==> config.mk <==
export PLATFORM = sky130hd
export DESIGN_NAME = led_matrix_segment_mapper
export DESIGN_NICKNAME = d
export VERILOG_FILES = /design/src/lmsm_pkg.sv /design/src/lmsm_regs.sv /design/src/lmsm_divider.sv /design/src/lmsm_locate.sv /design/src/led_matrix_segment_mapper.sv
export SDC_FILE = /design/constraint.sdc
export NUM_CORES = 2
export LEC_CHECK = 0
export BUFFER_PORTS_ARGS = -buffer_cell sky130_fd_sc_hd__clkbuf_2
export CORE_ASPECT_RATIO = 1.75
export CORE_MARGIN = 2
export CORE_UTILIZATION = 38
export DETAILED_ROUTE_END_ITERATION = 6
export PLACE_DENSITY = 0.57
export RECOVER_POWER = 50
export SLEW_MARGIN = 20
export SYNTH_ARGS = -nofsm -noshare
export SYNTH_HDL_FRONTEND = slang
export SYNTH_SLANG_ARGS = --single-unit
==> constraint.sdc <==
create_clock -name clk -period 21.1 [get_ports clk]
set_input_delay 2.11 -clock clk [delete_from_list [all_inputs] [get_ports clk]]
set_output_delay 2.11 -clock clk [all_outputs]
set_load 0.03 [all_outputs]
==> src/lmsm_pkg.sv <==
`timescale 1ns / 1ps
// ----------------------------------------------------------------------------
// LED matrix segment mapper package
// Shared types, register codes, reset values and the divider step function.
// ----------------------------------------------------------------------------
package lmsm_pkg;

    localparam int unsigned SEG_SLOTS  = 4;
    localparam int unsigned CUM_W      = 18;
    localparam int unsigned ADDR_W     = 5;
    localparam int unsigned DIV_BITS   = 16;
    localparam int unsigned DIV_STEPS  = 2;
    localparam int unsigned DIV_STAGES = DIV_BITS / DIV_STEPS;

    typedef enum logic [2:0] {
        REG_WIDTH  = 3'd0,
        REG_HEIGHT = 3'd1,
        REG_SERP   = 3'd2,
        REG_SEGS   = 3'd3,
        REG_LEN0   = 3'd4,
        REG_LEN1   = 3'd5,
        REG_LEN2   = 3'd6,
        REG_LEN3   = 3'd7
    } reg_idx_t;

    typedef enum logic [1:0] {
        ST_OK     = 2'd0,
        ST_RANGE  = 2'd1,
        ST_BEYOND = 2'd2
    } status_t;

    localparam logic [15:0] WIDTH_RESET  = 16'd30;
    localparam logic [15:0] HEIGHT_RESET = 16'd40;
    localparam logic        SERP_RESET   = 1'b1;
    localparam logic [2:0]  SEGS_RESET   = 3'd3;
    localparam logic [SEG_SLOTS-1:0][15:0] LEN_RESET = {16'd0, 16'd400, 16'd400, 16'd400};

    // Configuration as seen by the datapath; cum[s] is the end of segment s
    typedef struct packed {
        logic [15:0]                       width;
        logic [15:0]                       height;
        logic                              serp;
        logic [2:0]                        limit;
        logic [31:0]                       total;
        logic [SEG_SLOTS-1:0][CUM_W-1:0]   cum;
    } cfg_t;

    typedef struct packed {
        logic        opcode;
        logic [15:0] column;
        logic [15:0] row;
        logic [31:0] linear_index;
    } req_t;

    typedef struct packed {
        logic        rng_err;
        logic [15:0] x;
        logic [15:0] y;
    } pos_t;

    typedef struct packed {
        status_t     status;
        logic [1:0]  segment_number;
        logic [15:0] led_in_segment;
        logic [31:0] global_led;
    } res_t;

    typedef struct packed {
        logic [15:0] quo;
        logic [31:0] rem;
    } div_acc_t;

    // Restoring division: DIV_STEPS quotient bits, starting at bit top
    function automatic div_acc_t div_stage(input logic [31:0] rem, input logic [15:0] quo,
                                           input logic [15:0] dvs, input int unsigned top);
        div_acc_t    acc;
        logic [31:0] d;
        acc.rem = rem;
        acc.quo = quo;
        for (int j = 0; j < int'(DIV_STEPS); j++)
        begin
            d = 32'(dvs) << (int'(top) - j);
            if (acc.rem >= d)
            begin
                acc.rem = acc.rem - d;
                acc.quo[int'(top) - j] = 1'b1;
            end
        end
        return acc;
    endfunction

endpackage

==> src/lmsm_regs.sv <==
`timescale 1ns / 1ps
// ----------------------------------------------------------------------------
// LED matrix segment mapper register file
// APB register bank plus registered derived values: matrix size product,
// segment count limit and cumulative segment ends.
// ----------------------------------------------------------------------------
module lmsm_regs #(
    parameter int unsigned MAX_SEGMENTS = 4
) (
    input  logic                             clk,
    input  logic                             rst_n,
    input  logic                             psel,
    input  logic                             penable,
    input  logic                             pwrite,
    input  logic [lmsm_pkg::ADDR_W-1:0]      paddr,
    input  logic [31:0]                      pwdata,
    output logic [31:0]                      prdata,
    output logic                             pready,
    output lmsm_pkg::cfg_t                   cfg
);

    logic                 wr_en;
    lmsm_pkg::reg_idx_t   wr_idx;
    logic [15:0]          width_reg;
    logic [15:0]          height_reg;
    logic                 serp_reg;
    logic [2:0]           segs_reg;
    logic [15:0]          len_all [lmsm_pkg::SEG_SLOTS];
    logic [lmsm_pkg::SEG_SLOTS-1:0][lmsm_pkg::CUM_W-1:0] cum_next;
    logic [lmsm_pkg::SEG_SLOTS-1:0][lmsm_pkg::CUM_W-1:0] cum_reg;
    logic [2:0]           limit_next;
    logic [2:0]           limit_reg;
    logic [31:0]          total_reg;

    assign pready = 1'b1;
    assign wr_en  = psel && penable && pwrite;
    assign wr_idx = lmsm_pkg::reg_idx_t'(paddr[4:2]);

    always_ff @(posedge clk or negedge rst_n)
    begin
        if (!rst_n)
        begin
            width_reg  <= lmsm_pkg::WIDTH_RESET;
            height_reg <= lmsm_pkg::HEIGHT_RESET;
            serp_reg   <= lmsm_pkg::SERP_RESET;
            segs_reg   <= lmsm_pkg::SEGS_RESET;
        end
        else if (wr_en)
        begin
            unique case (wr_idx)
                lmsm_pkg::REG_WIDTH:  width_reg  <= pwdata[15:0];
                lmsm_pkg::REG_HEIGHT: height_reg <= pwdata[15:0];
                lmsm_pkg::REG_SERP:   serp_reg   <= pwdata[0];
                lmsm_pkg::REG_SEGS:   segs_reg   <= pwdata[2:0];
                default: ;
            endcase
        end
    end

    // Only the segments that can be in use get storage
    for (genvar s = 0; s < int'(lmsm_pkg::SEG_SLOTS); s++)
    begin : g_len
        if (s < int'(MAX_SEGMENTS))
        begin : g_stored
            logic [15:0] len_reg;
            always_ff @(posedge clk or negedge rst_n)
            begin
                if (!rst_n)
                    len_reg <= lmsm_pkg::LEN_RESET[s];
                else if (wr_en && (wr_idx == lmsm_pkg::reg_idx_t'(3'(lmsm_pkg::REG_LEN0) + 3'(s))))
                    len_reg <= pwdata[15:0];
            end
            assign len_all[s] = len_reg;
        end
        else
        begin : g_absent
            assign len_all[s] = '0;
        end
    end

    always_comb
    begin
        unique case (wr_idx)
            lmsm_pkg::REG_WIDTH:  prdata = 32'(width_reg);
            lmsm_pkg::REG_HEIGHT: prdata = 32'(height_reg);
            lmsm_pkg::REG_SERP:   prdata = 32'(serp_reg);
            lmsm_pkg::REG_SEGS:   prdata = 32'(segs_reg);
            lmsm_pkg::REG_LEN0:   prdata = 32'(len_all[0]);
            lmsm_pkg::REG_LEN1:   prdata = 32'(len_all[1]);
            lmsm_pkg::REG_LEN2:   prdata = 32'(len_all[2]);
            lmsm_pkg::REG_LEN3:   prdata = 32'(len_all[3]);
        endcase
    end

    always_comb
    begin
        cum_next[0] = lmsm_pkg::CUM_W'(len_all[0]);
        for (int s = 1; s < int'(lmsm_pkg::SEG_SLOTS); s++)
            cum_next[s] = cum_next[s-1] + lmsm_pkg::CUM_W'(len_all[s]);
        limit_next = (segs_reg > 3'(MAX_SEGMENTS)) ? 3'(MAX_SEGMENTS) : segs_reg;
    end

    // Derived values are registered, so they follow the registers in the next cycle
    always_ff @(posedge clk)
    begin
        total_reg <= 32'(width_reg) * 32'(height_reg);
        cum_reg   <= cum_next;
        limit_reg <= limit_next;
    end

    assign cfg.width  = width_reg;
    assign cfg.height = height_reg;
    assign cfg.serp   = serp_reg;
    assign cfg.limit  = limit_reg;
    assign cfg.total  = total_reg;
    assign cfg.cum    = cum_reg;

endmodule

==> src/lmsm_divider.sv <==
`timescale 1ns / 1ps
// ----------------------------------------------------------------------------
// LED matrix segment mapper front end
// Input register, range check and pipelined restoring divider that splits a
// linear index into column and row, two quotient bits per stage.
// ----------------------------------------------------------------------------
module lmsm_divider (
    input  logic                 clk,
    input  logic                 rst_n,
    input  logic                 in_valid,
    output logic                 in_ready,
    input  lmsm_pkg::req_t       in_req,
    input  lmsm_pkg::cfg_t       cfg,
    output logic                 out_valid,
    input  logic                 out_ready,
    output lmsm_pkg::pos_t       out_pos
);

    localparam int unsigned NS = lmsm_pkg::DIV_STAGES;

    logic                 in_valid_reg;
    lmsm_pkg::req_t       in_req_reg;
    logic                 rng_first;
    logic [NS+1:0]        rdy;
    logic [NS:1]          valid_reg;
    logic                 op_reg  [1:NS];
    logic                 rng_reg [1:NS];
    logic [15:0]          col_reg [1:NS];
    logic [15:0]          row_reg [1:NS];
    lmsm_pkg::div_acc_t   acc_reg [1:NS];
    lmsm_pkg::div_acc_t   acc_next[1:NS];

    // A stage takes a new item when empty or when its content moves on
    always_comb
    begin
        rdy[NS+1] = out_ready;
        for (int k = int'(NS); k >= 1; k--)
            rdy[k] = !valid_reg[k] || rdy[k+1];
        rdy[0] = !in_valid_reg || rdy[1];
    end

    assign in_ready = rdy[0];

    always_comb
    begin
        if (in_req_reg.opcode)
            rng_first = (in_req_reg.linear_index >= cfg.total);
        else
            rng_first = (in_req_reg.column >= cfg.width) || (in_req_reg.row >= cfg.height);
    end

    for (genvar k = 1; k <= int'(NS); k++)
    begin : g_stage
        if (k == 1)
        begin : g_first
            assign acc_next[k] = lmsm_pkg::div_stage(in_req_reg.linear_index, '0, cfg.width,
                                                     lmsm_pkg::DIV_BITS - 1);
        end
        else
        begin : g_next
            assign acc_next[k] = lmsm_pkg::div_stage(acc_reg[k-1].rem, acc_reg[k-1].quo,
                cfg.width, lmsm_pkg::DIV_BITS - 1 - (k - 1) * lmsm_pkg::DIV_STEPS);
        end
    end

    always_ff @(posedge clk or negedge rst_n)
    begin
        if (!rst_n)
        begin
            in_valid_reg <= 1'b0;
            valid_reg    <= '0;
        end
        else
        begin
            if (rdy[0])
                in_valid_reg <= in_valid;
            if (rdy[1])
                valid_reg[1] <= in_valid_reg;
            for (int k = 2; k <= int'(NS); k++)
                if (rdy[k])
                    valid_reg[k] <= valid_reg[k-1];
        end
    end

    always_ff @(posedge clk)
    begin
        if (rdy[0] && in_valid)
            in_req_reg <= in_req;
        if (rdy[1] && in_valid_reg)
        begin
            op_reg[1]  <= in_req_reg.opcode;
            rng_reg[1] <= rng_first;
            col_reg[1] <= in_req_reg.column;
            row_reg[1] <= in_req_reg.row;
            acc_reg[1] <= acc_next[1];
        end
        for (int k = 2; k <= int'(NS); k++)
        begin
            if (rdy[k] && valid_reg[k-1])
            begin
                op_reg[k]  <= op_reg[k-1];
                rng_reg[k] <= rng_reg[k-1];
                col_reg[k] <= col_reg[k-1];
                row_reg[k] <= row_reg[k-1];
                acc_reg[k] <= acc_next[k];
            end
        end
    end

    // Remainder is the column, quotient the row
    assign out_valid       = valid_reg[NS];
    assign out_pos.rng_err = rng_reg[NS];
    assign out_pos.x       = op_reg[NS] ? acc_reg[NS].rem[15:0] : col_reg[NS];
    assign out_pos.y       = op_reg[NS] ? acc_reg[NS].quo : row_reg[NS];

endmodule

==> src/lmsm_locate.sv <==
`timescale 1ns / 1ps
// ----------------------------------------------------------------------------
// LED matrix segment mapper back end
// Serpentine fold, column-major index, segment search and offset, with the
// result held in the output register.
// ----------------------------------------------------------------------------
module lmsm_locate (
    input  logic                 clk,
    input  logic                 rst_n,
    input  logic                 in_valid,
    output logic                 in_ready,
    input  lmsm_pkg::pos_t       in_pos,
    input  lmsm_pkg::cfg_t       cfg,
    output logic                 out_valid,
    input  logic                 out_ready,
    output lmsm_pkg::res_t       out_res
);

    logic                 l1_ready, l2_ready, l3_ready, out_stage_ready;

    logic                 l1_valid_reg;
    logic                 l1_rng_reg;
    logic [15:0]          l1_x_reg;
    logic [15:0]          l1_y_reg;
    logic [15:0]          y_next;

    logic                 l2_valid_reg;
    logic                 l2_rng_reg;
    logic [31:0]          l2_glob_reg;

    logic                 l3_valid_reg;
    lmsm_pkg::status_t    l3_status_reg;
    logic [1:0]           l3_seg_reg;
    logic [lmsm_pkg::CUM_W-1:0] l3_base_reg;
    logic [31:0]          l3_glob_reg;
    lmsm_pkg::status_t    status_next;
    logic [1:0]           seg_next;
    logic [lmsm_pkg::CUM_W-1:0] base_next;

    logic                 out_valid_reg;
    lmsm_pkg::res_t       out_res_reg;
    lmsm_pkg::res_t       res_next;

    assign out_stage_ready = !out_valid_reg || out_ready;
    assign l3_ready        = !l3_valid_reg || out_stage_ready;
    assign l2_ready        = !l2_valid_reg || l3_ready;
    assign l1_ready        = !l1_valid_reg || l2_ready;
    assign in_ready        = l1_ready;

    // Odd columns run bottom to top in serpentine mode
    assign y_next = (cfg.serp && in_pos.x[0]) ? (cfg.height - 16'd1 - in_pos.y) : in_pos.y;

    // First segment in use whose end lies above the index
    always_comb
    begin
        logic                       found;
        logic [lmsm_pkg::CUM_W-1:0] prev;
        found    = 1'b0;
        prev     = '0;
        seg_next = '0;
        base_next = '0;
        for (int s = 0; s < int'(lmsm_pkg::SEG_SLOTS); s++)
        begin
            if (!found && (3'(s) < cfg.limit) && (l2_glob_reg < 32'(cfg.cum[s])))
            begin
                found     = 1'b1;
                seg_next  = 2'(s);
                base_next = prev;
            end
            prev = cfg.cum[s];
        end
        priority if (l2_rng_reg)
            status_next = lmsm_pkg::ST_RANGE;
        else if (found)
            status_next = lmsm_pkg::ST_OK;
        else
            status_next = lmsm_pkg::ST_BEYOND;
    end

    always_comb
    begin
        res_next.status = l3_status_reg;
        if (l3_status_reg == lmsm_pkg::ST_OK)
        begin
            res_next.segment_number = l3_seg_reg;
            res_next.led_in_segment = 16'(l3_glob_reg - 32'(l3_base_reg));
            res_next.global_led     = l3_glob_reg;
        end
        else
        begin
            res_next.segment_number = '0;
            res_next.led_in_segment = '0;
            res_next.global_led     = '0;
        end
    end

    always_ff @(posedge clk or negedge rst_n)
    begin
        if (!rst_n)
        begin
            l1_valid_reg  <= 1'b0;
            l2_valid_reg  <= 1'b0;
            l3_valid_reg  <= 1'b0;
            out_valid_reg <= 1'b0;
        end
        else
        begin
            if (l1_ready)
                l1_valid_reg <= in_valid;
            if (l2_ready)
                l2_valid_reg <= l1_valid_reg;
            if (l3_ready)
                l3_valid_reg <= l2_valid_reg;
            if (out_stage_ready)
                out_valid_reg <= l3_valid_reg;
        end
    end

    always_ff @(posedge clk)
    begin
        if (l1_ready && in_valid)
        begin
            l1_rng_reg <= in_pos.rng_err;
            l1_x_reg   <= in_pos.x;
            l1_y_reg   <= y_next;
        end
        if (l2_ready && l1_valid_reg)
        begin
            l2_rng_reg  <= l1_rng_reg;
            l2_glob_reg <= 32'(l1_x_reg) * 32'(cfg.height) + 32'(l1_y_reg);
        end
        if (l3_ready && l2_valid_reg)
        begin
            l3_status_reg <= status_next;
            l3_seg_reg    <= seg_next;
            l3_base_reg   <= base_next;
            l3_glob_reg   <= l2_glob_reg;
        end
        if (out_stage_ready && l3_valid_reg)
            out_res_reg <= res_next;
    end

    assign out_valid = out_valid_reg;
    assign out_res   = out_res_reg;

endmodule

==> src/led_matrix_segment_mapper.sv <==
`timescale 1ns / 1ps
// ----------------------------------------------------------------------------
// LED matrix segment mapper
// Pipeline: input register, 8 divider stages of 2 quotient bits each, 3 locate
// stages and the output register. Throughput: one item per cycle while
// m_axis_tready is high; the divider pipeline sets the depth.
// Reset clears all valid bits and loads the register defaults
// (30 x 40 matrix, serpentine, 3 segments of 400 LEDs).
// ----------------------------------------------------------------------------
module led_matrix_segment_mapper #(
    parameter int unsigned MAX_SEGMENTS = 4
) (
    input  logic                             clk,
    input  logic                             rst_n,
    input  logic                             s_axis_tvalid,
    output logic                             s_axis_tready,
    input  logic [63:0]                      s_axis_tdata,  // column, row, linear_index
    input  logic                             s_axis_tuser,  // opcode
    output logic                             m_axis_tvalid,
    input  logic                             m_axis_tready,
    // segment_number, led_in_segment, global_led, zero fill
    output logic [55:0]                      m_axis_tdata,
    output logic [1:0]                       m_axis_tuser,  // status
    input  logic                             psel,
    input  logic                             penable,
    input  logic                             pwrite,
    input  logic [lmsm_pkg::ADDR_W-1:0]      paddr,
    input  logic [31:0]                      pwdata,
    output logic [31:0]                      prdata,
    output logic                             pready
);

    lmsm_pkg::cfg_t   cfg;
    lmsm_pkg::req_t   req;
    lmsm_pkg::pos_t   pos;
    lmsm_pkg::res_t   res;
    logic             pos_valid;
    logic             pos_ready;

    assign req.opcode       = s_axis_tuser;
    assign req.column       = s_axis_tdata[15:0];
    assign req.row          = s_axis_tdata[31:16];
    assign req.linear_index = s_axis_tdata[63:32];

    lmsm_regs #(
        .MAX_SEGMENTS (MAX_SEGMENTS)
    ) u_regs (
        .clk     (clk),
        .rst_n   (rst_n),
        .psel    (psel),
        .penable (penable),
        .pwrite  (pwrite),
        .paddr   (paddr),
        .pwdata  (pwdata),
        .prdata  (prdata),
        .pready  (pready),
        .cfg     (cfg)
    );

    lmsm_divider u_divider (
        .clk       (clk),
        .rst_n     (rst_n),
        .in_valid  (s_axis_tvalid),
        .in_ready  (s_axis_tready),
        .in_req    (req),
        .cfg       (cfg),
        .out_valid (pos_valid),
        .out_ready (pos_ready),
        .out_pos   (pos)
    );

    lmsm_locate u_locate (
        .clk       (clk),
        .rst_n     (rst_n),
        .in_valid  (pos_valid),
        .in_ready  (pos_ready),
        .in_pos    (pos),
        .cfg       (cfg),
        .out_valid (m_axis_tvalid),
        .out_ready (m_axis_tready),
        .out_res   (res)
    );

    assign m_axis_tuser        = res.status;
    assign m_axis_tdata[1:0]   = res.segment_number;
    assign m_axis_tdata[17:2]  = res.led_in_segment;
    assign m_axis_tdata[49:18] = res.global_led;
    assign m_axis_tdata[55:50] = '0;

endmodule

==> impl_metrics.yaml <==
worst_hold_path:
  hold_start: "u_divider.row_reg[0][69]$_DFFE_PP_"
  holdPathStages: 0
  hold_path_end: "u_divider.row_reg[0][85]$_DFFE_PP_"
  hold_path.class: "flop to flop"
critical_path:
  cp_slowest_cell: "clkbuf_1"
  crit_arrival_ps: 9580
  cp-start-kind: "flop"
  crit_buf_inv: 4
  worstPathMaxFanout: 36
  cpPeakStageDelay_ps: 1490
  critPathKind: "flop to flop"
  r2r_start: "u_regs.width_reg[0]$_DFFE_PN0P_"
  reg2reg_to: "u_divider.acc_reg[7][9]$_DFFE_PP_"
  cpLargestDelayFamily: "compound AO/OA/AOI/OAI gates"
  endpoint_kind: "flop"
  crit_required_ps: 21530
  rrSetupSlack_ps: 11960
  r2r_cells: 25
  crit_top_cell: "a21oi_1"
finish:
  largest_reg_flops: 312
  areaGrowthSynthToFinish_pct: 9.751
  fin_cells: 9737
  fin_util_pct: 41.96
  final_net_count: 8277
  drive_above_1_share_pct: 8.287
drt:
  drc: 0
  vias: 51170
  drt_wl_total_mm: 199.5
  postRouteAntennaNets: 0
  viasPerCell: 5.255
  dr_wl_met2_mm: 106.2
  met3_wirelength_mm: 7.621
  dr.max_layer_used: "met4"
  drtIter0Drc: 2615
  wl_per_cell_microns: 20.49
  first_pass_iters: 6
  wl_met1_mm: 73.20
cts:
  htreeDepth: 3
  clkTransAtPathRegs_ps: 70
  insertion_delay_ps: 750
  post-cts-setup-buffer-count: 0
  cts_tree: "yes"
  cts_buffers: 100
  clock-sinks: 1036
  cts_buffer_depth: 3
  post_cts_resized: 0
  root_buffer: "clkbuf_16"
  holdBufCountCts: 0
sta:
  finalSetupViolCount: 0
  hold_ws_ps: 406.4
  clock_skew_ps: 66.19
  drv_slew: 511
  rsz0062_at_grt: "false"
  hold_viol: 0
  fin_setup_tns_ps: 0
  post-route-period-util_pct: 43.34
  worst_slew_pin_slew_ps: 4580
  maxSlewHeadroom_pct: -205.3
  post-route-min-period_ps: 9145
  fmax_mhz: 109.4
placement:
  numPortBuffers: 160
  hpwlAfterDp_mm: 156.5
  gp_congestion: 0.9120
  dp.cells: 9548
synth:
  synth_ff_type: "edfxtp_1"
  ys_types: 99
  syn_avg_cell_area_sq_um: 10.61
  syn_area_sq_um: 73460
  seq_area_frac_synth_pct: 40.19
  synth-seq-cells: 1036
  async_flop_share_pct: 10.91
  synth_cells: 6924
  ys_warn_count: 0
  synth_edf_count: 819
floorplan:
  rows: 213
  die-area_sq_um: 197000
  die_height_microns: 585.6
  fp.coreArea_sq_um: 192200
  initial_core_util_pct: 38.23
  io_pins: 202
  die_w_microns: 336.4
run_status:
  outcome: "finished, violations left"
  violations: "max-capacitance violations, max-slew violations"
global_route:
  grt_max_degree: 87
  grt_overflow_total: 0
  grt_pass1_wl_mm: 305.8
  track_usage_pct: 20.30
  antenna_found_initial: 3
  grt_pass1_vias: 53400
job:
  maxCapViolations: 12
[synthesized netlist by cell type, drive strengths merged (68+ instances only)]
cell | instances | area [sq um]
nand2 | 607 | 2281
nor2 | 462 | 1742
nor3 | 113 | 570.6
and2 | 181 | 1132
nand3 | 68 | 340.3
clkbuf | 157 | 589.3
dfrtp | 95 | 2377
o21ai | 265 | 1326
xor2 | 112 | 980.9
edfxtp | 819 | 24590
a21o | 187 | 1404
xnor2 | 271 | 2374
nand4 | 76 | 475.5
a21oi | 414 | 2076
nand2b | 83 | 519.3
inv | 800 | 3003
mux2 | 188 | 2117
nor2b | 80 | 500.5
dfxtp | 104 | 2082
fa | 425 | 8508
ha | 673 | 8421
[how the worst max path moves through the flow]
| stage | from | end | slack [ps] | depth (start not counted) |
|---|---|---|---|---|
| 2_1_floorplan | u_regs.width_reg[1]$_DFFE_PN1P_ | u_divider.acc_reg[1][22]$_DFFE_PP_ | 13000 | 30 |
| 3_3_place_gp | u_regs.width_reg[6]$_DFFE_PN0P_ | u_divider.acc_reg[7][11]$_DFFE_PP_ | 12330 | 23 |
| 5_1_grt | u_regs.width_reg[0]$_DFFE_PN0P_ | u_divider.acc_reg[5][29]$_DFFE_PP_ | 11430 | 24 |
| 6_report | u_regs.width_reg[0]$_DFFE_PN0P_ | u_divider.acc_reg[7][9]$_DFFE_PP_ | 11960 | 25 |
| 3_5_place_dp | u_regs.width_reg[6]$_DFFE_PN0P_ | u_divider.acc_reg[5][29]$_DFFE_PP_ | 12170 | 26 |
| 4_1_cts | u_regs.width_reg[6]$_DFFE_PN0P_ | u_divider.acc_reg[7][9]$_DFFE_PP_ | 12190 | 23 |
[cells in the final DEF, fill, tap and decap left out, types with 90 or more instances in the layout]
cell / n
edfxtp_1: 819
inv_1: 797
ha_1: 673
nand2_1: 606
nor2_1: 457
fa_1: 425
a21oi_1: 413
xnor2_1: 271
o21ai_0: 261
a21o_1: 187
mux2_2: 187
and2_1: 148
nor3_1: 112
xor2_1: 112
dfxtp_1: 104
clkbuf_16: 102
clkbuf_1: 94
dfrtp_1: 94
clkbuf_2: 90
[through the flow]
stage	setup slack, ps	area [sq um]
after floorplan	13000	73540
after global placement	12330	77280
after detailed placement	12170	77280
after CTS	12190	80770
after global routing	11430	80620
final	11960	80620
[cell type report]
class                           count  area [sq um]
Multi-Input combinational cell   4886         40120
Sequential cell                  1036         29530
Timing Repair Buffer              231          1205
Inverter                          815          3059
Clock inverter                     65         770.7
Clock buffer                      123          2711
Fill cell                       18300        111500
Tap cell                         2580          3228
Antenna cell                        1         2.502
[cell families after synthesis]
logic type                 share of synthesized area (%)
other                                            0.01022
buffers and inverters                              5.384
DFF                                                40.19
muxes                                              3.502
xor gates and xnor gates                           4.566
AOI/OAI and AO/OA                                  10.95
adders and majority gates                          23.05
and+or+nand+nor                                    12.35
[layer usage]
metal  up-vias  track usage [%]
met5         -                0
met4         0            11.23
met3       468            2.343
met2      1231            38.63
met1     25140            21.49
li1      24330                -
Power is not shown: default switching activity piles up to over one toggle a cycle in this logic, so the estimate is an artifact.
